==> config.mk <==
export PLATFORM = sky130hd
export DESIGN_NAME = vcmt_cmp_unit
export DESIGN_NICKNAME = d
export VERILOG_FILES = /design/src/rtl/vcmt_pkg.sv /design/src/rtl/vcmt_cmp_unit.sv
export SDC_FILE = /design/constraint.sdc
export NUM_CORES = 1
export LEC_CHECK = 0
export BUFFER_PORTS_ARGS = -buffer_cell sky130_fd_sc_hd__buf_2
export CORE_MARGIN = 2
export CORE_UTILIZATION = 45
export DETAILED_ROUTE_END_ITERATION = 10
export GPL_TIMING_DRIVEN = 0
export PLACE_DENSITY = 0.86
export SLEW_MARGIN = 10
export SYNTH_ARGS = -nofsm -noshare
export SYNTH_HDL_FRONTEND = slang
export SYNTH_SLANG_ARGS = --single-unit
export TNS_END_PERCENT = 20
==> constraint.sdc <==
create_clock -name vclk -period 2.2
set_input_delay 0.11 -clock vclk [all_inputs]
set_output_delay 0.11 -clock vclk [all_outputs]
set_load 0.05 [all_outputs]
==> src/rtl/vcmt_pkg.sv <==
// ----------------------------------------------------------------------------
// vcmt_pkg: shared types and constants of the versioned commit map table
// Item and result layouts, commit record layout, compare unit request and
// the sizing constants of the object table and commit rings.
// ----------------------------------------------------------------------------
package vcmt_pkg;

  // Table sizing
  localparam int NUM_OBJECTS = 16;
  localparam int RING_DEPTH  = 4;

  localparam int OBJ_W     = (NUM_OBJECTS > 1) ? $clog2(NUM_OBJECTS) : 1;
  localparam int SLOT_W    = $clog2(RING_DEPTH);
  localparam int REC_COUNT = NUM_OBJECTS * RING_DEPTH;
  localparam int REC_AW    = (REC_COUNT > 1) ? $clog2(REC_COUNT) : 1;

  // Operation codes carried in the kind field
  typedef enum logic [1:0] {
    KIND_READ   = 2'd0,
    KIND_COMMIT = 2'd1,
    KIND_CHECK  = 2'd2,
    KIND_FIND   = 2'd3
  } kind_t;

  // Check result codes
  localparam logic [1:0] ST_ABORTED   = 2'd0;
  localparam logic [1:0] ST_COMMITTED = 2'd1;
  localparam logic [1:0] ST_PENDING   = 2'd2;

  typedef struct packed {
    logic [1:0]  kind;
    logic [3:0]  object_index;
    logic [31:0] task_id;
    logic [7:0]  node_addr;
    logic [31:0] data_address;
    logic [31:0] valid_start;
    logic [31:0] valid_stop;
    logic [31:0] query_point;
  } req_t;

  typedef struct packed {
    logic [31:0] ret_address;
    logic [31:0] cur_start;
    logic [31:0] cur_stop;
    logic [1:0]  commit_status;
    logic [31:0] found_start;
  } rsp_t;

  // One commit record of an object's ring
  typedef struct packed {
    logic        sel;
    logic [31:0] start;
    logic [31:0] stop;
    logic [31:0] task_id;
    logic [7:0]  node;
  } rec_t;

  // Compare unit operations
  typedef enum logic [1:0] {
    CMP_GT,
    CMP_EQ,
    CMP_RANGE
  } cmp_op_t;

  typedef struct packed {
    cmp_op_t     op;
    logic [31:0] a;
    logic [31:0] b;
    logic [31:0] c;
    logic [7:0]  node_a;
    logic [7:0]  node_b;
  } cmp_req_t;

endpackage

==> src/rtl/vcmt_cmp_unit.sv <==
// ----------------------------------------------------------------------------
// vcmt_cmp_unit: shared compare unit
// Serves the age test, the task match and the interval test of the
// sequencer, one compare per cycle.
// ----------------------------------------------------------------------------
module vcmt_cmp_unit (
  input  vcmt_pkg::cmp_req_t req,
  output logic               hit
);

  // Select the compare for the requested operation
  always_comb begin
    unique case (req.op)
      vcmt_pkg::CMP_GT:    hit = (req.a > req.b);
      vcmt_pkg::CMP_EQ:    hit = (req.a == req.b) && (req.node_a == req.node_b);
      vcmt_pkg::CMP_RANGE: hit = (req.a <= req.b) && (req.b < req.c);
      default:             hit = 1'b0;
    endcase
  end

endmodule

### Word level (Yosys, flattened, before mapping)

Cells that the tools add are included.

* register bits after elaboration: 0
* bits of input ports: 114
* output and inout port bits: 1
* word-level logic and storage cells: 11

* order comparisons: 3
* equal/unequal tests: 4
* muxes and demuxes: 1
* reduce and logical (&&, ||, !) cells: 3

Operators with widths (count)
* 32-bit == test: 1
* 32-bit greater-than comparator: 1
* 32-bit <= comparator: 1
* 32-bit less-than comparator: 1
* 8-bit == test: 1
* 1-bit case mux with 3 select lines: 1
* 2-bit by 1-bit == test with 1-bit output (second input constant): 1
* 2-bit == test (second input constant): 1
* 1-bit logical AND: 2
* 2-bit zero test: 1

### Logic depth before layout (Yosys ltp)

Gate-level depths: netlist of the first run.

* depth in word-level cells: 3
* gate-level depth with buffers: 9

### Least setup slack after synthesis of the first run

No wires, ideal clock.

* path kind: input -> output
* start point: input req[62] (netlist name)
* end point: output hit
* arrival time: 2.254 ns
* data required time: 2.090 ns
* setup slack: -0.164 ns
* stages: 9
* path through: inv_1 -> ha_1 -> a21oi_1 -> nand2_1 -> a21o_1 -> o41a_2 -> nor2_1 -> o221ai_1 -> o211ai_1

* cells in the longest elaborated chain, start to end: 3

RTL lines
* start, declared: RTL line vcmt_cmp_unit.sv:7 `input vcmt_pkg::cmp_req_t req,`
* 32-bit <= comparator, or another cell as far along: RTL line vcmt_cmp_unit.sv:16 `vcmt_pkg::CMP_RANGE: hit = (req.a <= req.b) && (req.b < req.c);`
* 1-bit logical AND, on equally long branches: RTL line vcmt_cmp_unit.sv:16, vcmt_cmp_unit.sv:15
* 1-bit case mux with 3 select lines (*): RTL line vcmt_cmp_unit.sv:13 `unique case (req.op)`
* end, declared: RTL line vcmt_cmp_unit.sv:8 `output logic hit`

Every way passes the cells marked *; elsewhere a longest branch is shown, timed or not.

### Worst setup path after layout of the first run

* start point: input req[67] (netlist name)
* end point: output hit

Same word-level chain as after synthesis.

==> run_results.csv, run 1 <==
group,metric,value,unit
synthesis,synthesis.nets,415,
synthesis,synth_mux_area_share,0,%
detailed_routing,ant_nets,0,
sta,slew_headroom,75.4,%
global_routing,busiest_layer,"met2",
setup_path,start_kind,"input pin",
min_path,min_from,"req[113]",
global_routing,grt_antenna_before_repair,0,
layout,fillers,322,
synthesis,syn-instance-count,238,
power,p_leak,1.58,nW
min_path,min_to,"hit",
sta,rsz0062_at_grt,"true",
detailed_routing,vias,2070,
sta,setup-violations-final,1,
outcome,violations,"setup timing",
detailed_routing,drc_errors,0,
setup_path,crit_type,"input pin to output pin",
global_routing,grt.total_usage,23.1,%
detailed_routing,wl,4890,um
placed_design,numPortBuffers,115,
die,die_area,0.00427,mm^2
global_routing,grt_util_met3,1.03,%
synthesis,synth_top_area_share,46.5,%
synthesis,synth_top_area_cell,"ha_1",
placed_design,dp_slack,-0.271,ns
global_routing,grt_pass1_vias,2121,
layout,area_delta_synth_final,54.5,%
synthesis,synth-compound-area-share,18.5,%
synthesis,synth-xor-area-share,4.13,%
sta,final_max_slew_viol_count,0,
power,clkPwrFrac,0,%
sta,min_period_over_period,104,%
power,ir_worst_vdd,0.000110,V
sta,hold_violations,0,
setup_path,arrival,2.18,ns
sta,fmax,436,MHz
detailed_routing,first_iter_violations,45,
layout,seq_cells,0,
global_routing,grt-ovfl-total,0,
setup_path,worstPathRequired,2.09,ns
synthesis,synth_seq_area_share,0,%
synthesis,syn_area_per_cell,7.12,um^2
synthesis,ys_warn_count,0,
global_routing,use_met2,50.3,%
sta,finalWorstSetupSlack,-0.0938,ns
layout,drive_gt1_share,41.7,%
layout,seqCellArea,0,um^2
global_routing,grt_max_degree,4,
min_path,worstHoldPathCells,4,
power,total_power,446,uW
die,initial_core_util,46.7,%
placed_design,finalWeightedCongestion,0.786,
flow_run,maxCapViolCount,0,
die,die_w,65.4,um
sta,period_needed,2.29,ns
min_path,min_path_type,"input pin to output pin",
die,core_area,0.00363,mm^2
detailed_routing,drtPass1Iterations,4,
setup_path,cp_max_fo,3,
power,p_int,236,uW
die,row_count,22,
layout,antennaDiodeCount,0,
power,p_seq_share,0,%
synthesis,synth_fa_ha_area_share,46.5,%
power,comb_power_share,100.0,%
synthesis,netlist_area,0.00170,mm^2
detailed_routing,drt-wirelength-per-cell,12.0,um
synthesis,synthSimpleGateAreaFrac,16.5,%
synthesis,yosysMostFrequentCell,"inv_1",
die,io_pins,115,
global_routing,use_met1,24.6,%
layout,nNetsFinal,539,
synthesis,synth_top_family_by_area,"adder cells",
die,die_h,65.4,um
synthesis,synthTopCellsByCount,"inv_1 (64), ha_1 (63), a21oi_1 (22)",
outcome,status,"complete, but fails checks",
power,p_sw,210,uW
sta,tns,-0.0938,ns
layout,nClkBuffers,0,
synthesis,yosys-top-cells-area,"ha_1 (46%), inv_1 (14%), a21oi_1 (6.5%)",
synthesis,synth_cell_types,31,
detailed_routing,viasPerCell,5.07,
layout,final_core_util,72.1,%
setup_path,end_kind,"output pin",
power,power_per_cell_area,170,mW/mm^2
placed_design,hpwl,4190,um
power,switching_share,47.1,%
sta,tightest_slew,0.369,ns
global_routing,grt_first_pass_wirelength,8100,um
-- cells in the final DEF (no fill, tap or decap), types with 6 or more instances in the layout --
| cell | instances |
|---|---|
| nand2_1 | 12 |
| a21o_1 | 9 |
| buf_6 | 6 |
| inv_1 | 57 |
| buf_2 | 107 |
| ha_1 | 51 |
| buf_4 | 8 |
| a21oi_1 | 20 |
| nand4_1 | 13 |
| nor2_1 | 6 |
| ha_4 | 12 |
-- worst max path at each step --
| stage | startpoint | endpoint | slack (ns) | cells past startpoint |
|---|---|---|---|---|
| floorplan | req[71] | hit | -0.08 | 9 |
| CTS | req[78] | hit | -0.06 | 11 |
| detailed placement | req[61] | hit | -0.27 | 11 |
| global route | req[71] | hit | -0.18 | 11 |
| finish | req[67] | hit | -0.09 | 11 |
| global placement | req[71] | hit | -0.25 | 11 |
-- what timing repair did --
action	CTS	global route
resized for setup	28	3
setup buffers	5	2
endpoints found under the setup margin	1	1
pin swaps	19	5
hold buffers	0	0
-- final cells by class --
type / count / area (um^2) / share of cell area (%)
Timing Repair Buffer: 122 / 678 / 25.9
Tap cell: 48 / 60.1 / 2.29
Inverter: 65 / 250 / 9.56
Multi-Input combinational cell: 173 / 1630 / 62.3
-- logic make-up after synthesis --
| group | count (synthesis) |
|---|---|
| compound gates | 50 |
| xor+xnor | 8 |
| fa+ha+maj | 63 |
| buf+inv | 65 |
| simple gates | 52 |
-- power by group through the flow --
stage | clock network, mW | logic, mW | registers (mW)
after floorplan | 0 | 0.225 | 0
after global placement | 0 | 0.376 | 0
after detailed placement | 0 | 0.395 | 0
after CTS | 0 | 0.436 | 0
after global routing | 0 | 0.516 | 0
final | 0 | 0.446 | 0
-- routing by layer --
layer,vias up,routed length [um],part of all wire [%]
met2,70,2670,55
met1,918,1940,40
met4,0,41,0.84
met5,-,0,0
li1,1076,-,-
met3,6,226,4.6
-- through the flow --
stage | hold slack (ns) | instance area (um^2) | cells
2_1_floorplan | 0.707 | 1750 | 238
3_3_place_gp | 0.726 | 2380 | 401
3_5_place_dp | 0.729 | 2380 | 401
4_1_cts | 0.712 | 2580 | 406
5_1_grt | 0.745 | 2620 | 408
6_report | 0.710 | 2620 | 408
-- critical path, stage by stage --
cell	delay, ns
buf_2	0.09
inv_1	0.06
ha_4	0.27
nand4_1	0.12
or4_4	0.53
clkinv_2	0.06
o41a_2	0.15
nor2_4	0.03
or4_1	0.40
o211ai_1	0.11
buf_4	0.23
No activity file was read; power rests on OpenSTA's default activity.
==> inputs of run 2 (changes only) <==
--- a/config.mk
+++ b/config.mk
@@ -9,6 +9,7 @@
 export CORE_MARGIN = 2
 export CORE_UTILIZATION = 45
 export DETAILED_ROUTE_END_ITERATION = 10
+export GPL_ROUTABILITY_DRIVEN = 0
 export GPL_TIMING_DRIVEN = 0
 export PLACE_DENSITY = 0.86
 export SLEW_MARGIN = 10
==> constraint.sdc (replaced) <==
create_clock -name vclk -period 2.2
set_input_delay 0.11 -clock vclk [all_inputs]
set_output_delay 0.11 -clock vclk [all_outputs]
set_load 0.01 [all_outputs]
==> run_results.csv, run 2 (synthesis results as in run 1) <==
group,metric,value,unit
outcome,status,"complete, but fails checks",
outcome,violations,"setup timing",
layout,design_area,0.00247,mm^2
power,ir_worst_vdd,0.0000760,V
placed_design,dp_slack,-0.144,ns
global_routing,grt.total_usage,22.0,%
sta,hold_violations,0,
setup_path,crit_type,"input pin to output pin",
global_routing,grt-ovfl-total,0,
layout,antennaDiodeCount,0,
layout,final_common_cell,"buf_2",
die,initial_core_util,46.7,%
sta,fin_hold_ws,0.639,ns
detailed_routing,drc_errors,0,
placed_design,hpwl,4280,um
layout,seq_cells,0,
detailed_routing,first_iter_violations,54,
placed_design,numPortBuffers,115,
sta,tns,-0.0248,ns
die,core_area,0.00363,mm^2
placed_design,dp.cells,401,
flow_run,maxCapViolCount,0,
detailed_routing,viasPerCell,4.97,
detailed_routing,drtPass1Iterations,4,
global_routing,grt_max_degree,4,
power,p_leak,1.55,nW
die,die_w,65.4,um
die,io_pins,115,
power,total_power,409,uW
detailed_routing,wl,4710,um
layout,area_delta_synth_final,45.9,%
power,power_per_cell_area,165,mW/mm^2
sta,finalWorstSetupSlack,-0.0248,ns
setup_path,end_kind,"output pin",
setup_path,cp_max_fo,2,
die,die_area,0.00427,mm^2
sta,fmax,449,MHz
sta,slew_headroom,78.2,%
detailed_routing,vias,2014,
layout,final_core_util,68.1,%
layout,nNetsFinal,536,
global_routing,grt_first_pass_wirelength,7760,um
sta,period_needed,2.22,ns
die,die_h,65.4,um
setup_path,critPathCapture,"hit",
setup_path,start_kind,"input pin",
placed_design,dpl_cell_area,0.00233,mm^2
layout,seqCellArea,0,um^2
layout,multi_input_area,0.00156,mm^2
die,row_count,22,
sta,final_max_slew_viol_count,0,
layout,fillers,336,
sta,tightest_slew,0.325,ns
min_path,min_from,"req[113]",
layout,final_cell_mix,"buf_2 (115), inv_1 (62), ha_1 (55)",
sta,rsz0062_at_grt,"true",
setup_path,worstPathRequired,2.09,ns
sta,setup-violations-final,1,
global_routing,grt_antenna_before_repair,0,
min_path,min_path_type,"input pin to output pin",
detailed_routing,ant_nets,0,
setup_path,arrival,2.11,ns
sta,min_period_over_period,101,%
setup_path,crit_start,"req[77]",
layout,nClkBuffers,0,
detailed_routing,drt-wirelength-per-cell,11.6,um
global_routing,grt_pass1_vias,2007,
clocking,holdBufCountCts,0,
layout,drive_gt1_share,37.8,%
layout,fin_cells,405,
-- run 2: cell types whose count changed in the layout (fill, tap and decap cells not counted), moves of 2 or more --
cell,before,now
ha_4,12,8
inv_2,5,2
buf_4,8,4
ha_1,51,55
a21oi_2,2,0
a21oi_1,20,22
inv_1,57,62
buf_6,6,0
inv_4,2,0
buf_2,107,115
-- run 2: cell type report --
| class | count | share of cell area (%) |
|---|---|---|
| Timing Repair Buffer | 119 | 24.5 |
| Tap cell | 48 | 2.43 |
| Multi-Input combinational cell | 173 | 63.2 |
| Inverter | 65 | 9.91 |
-- run 2: worst min path at each step --
| stage | to | slack, ns | cells after the start |
|---|---|---|---|
| floorplan | hit | 0.43 | 2 |
| global placement | hit | 0.64 | 4 |
| detailed placement | hit | 0.65 | 4 |
| CTS | hit | 0.64 | 4 |
| global route | hit | 0.67 | 4 |
| finish | hit | 0.64 | 4 |
-- run 2: routing by layer --
metal	share of wire (%)	GRT usage, %
met4	0.85	2.08
met2	54	46.8
met5	0	0
met3	4.4	0.856
met1	41	24.3
-- run 2: report_power, final --
| part | internal, mW | switching [mW] |
|---|---|---|
| Combinational | 0.214 | 0.195 |
| Sequential | 0 | 0 |
| Clock | 0 | 0 |
| Total | 0.214 | 0.195 |
-- run 2: what timing repair did --
action	in CTS	in global routing
buffers inserted	4	0
pin swaps	11	7
cloned	0	0
resized for setup	9	5
setup endpoints to repair	1	1
-- run 2: worst max-delay path, cell delays in order --
cell      delay, ns
buf_2          0.10
inv_1          0.04
ha_1           0.29
nand4_1        0.13
or4_4          0.56
clkinv_2       0.06
o41a_2         0.13
nor2_2         0.04
or4_1          0.40
o211ai_1       0.09
buf_2          0.17
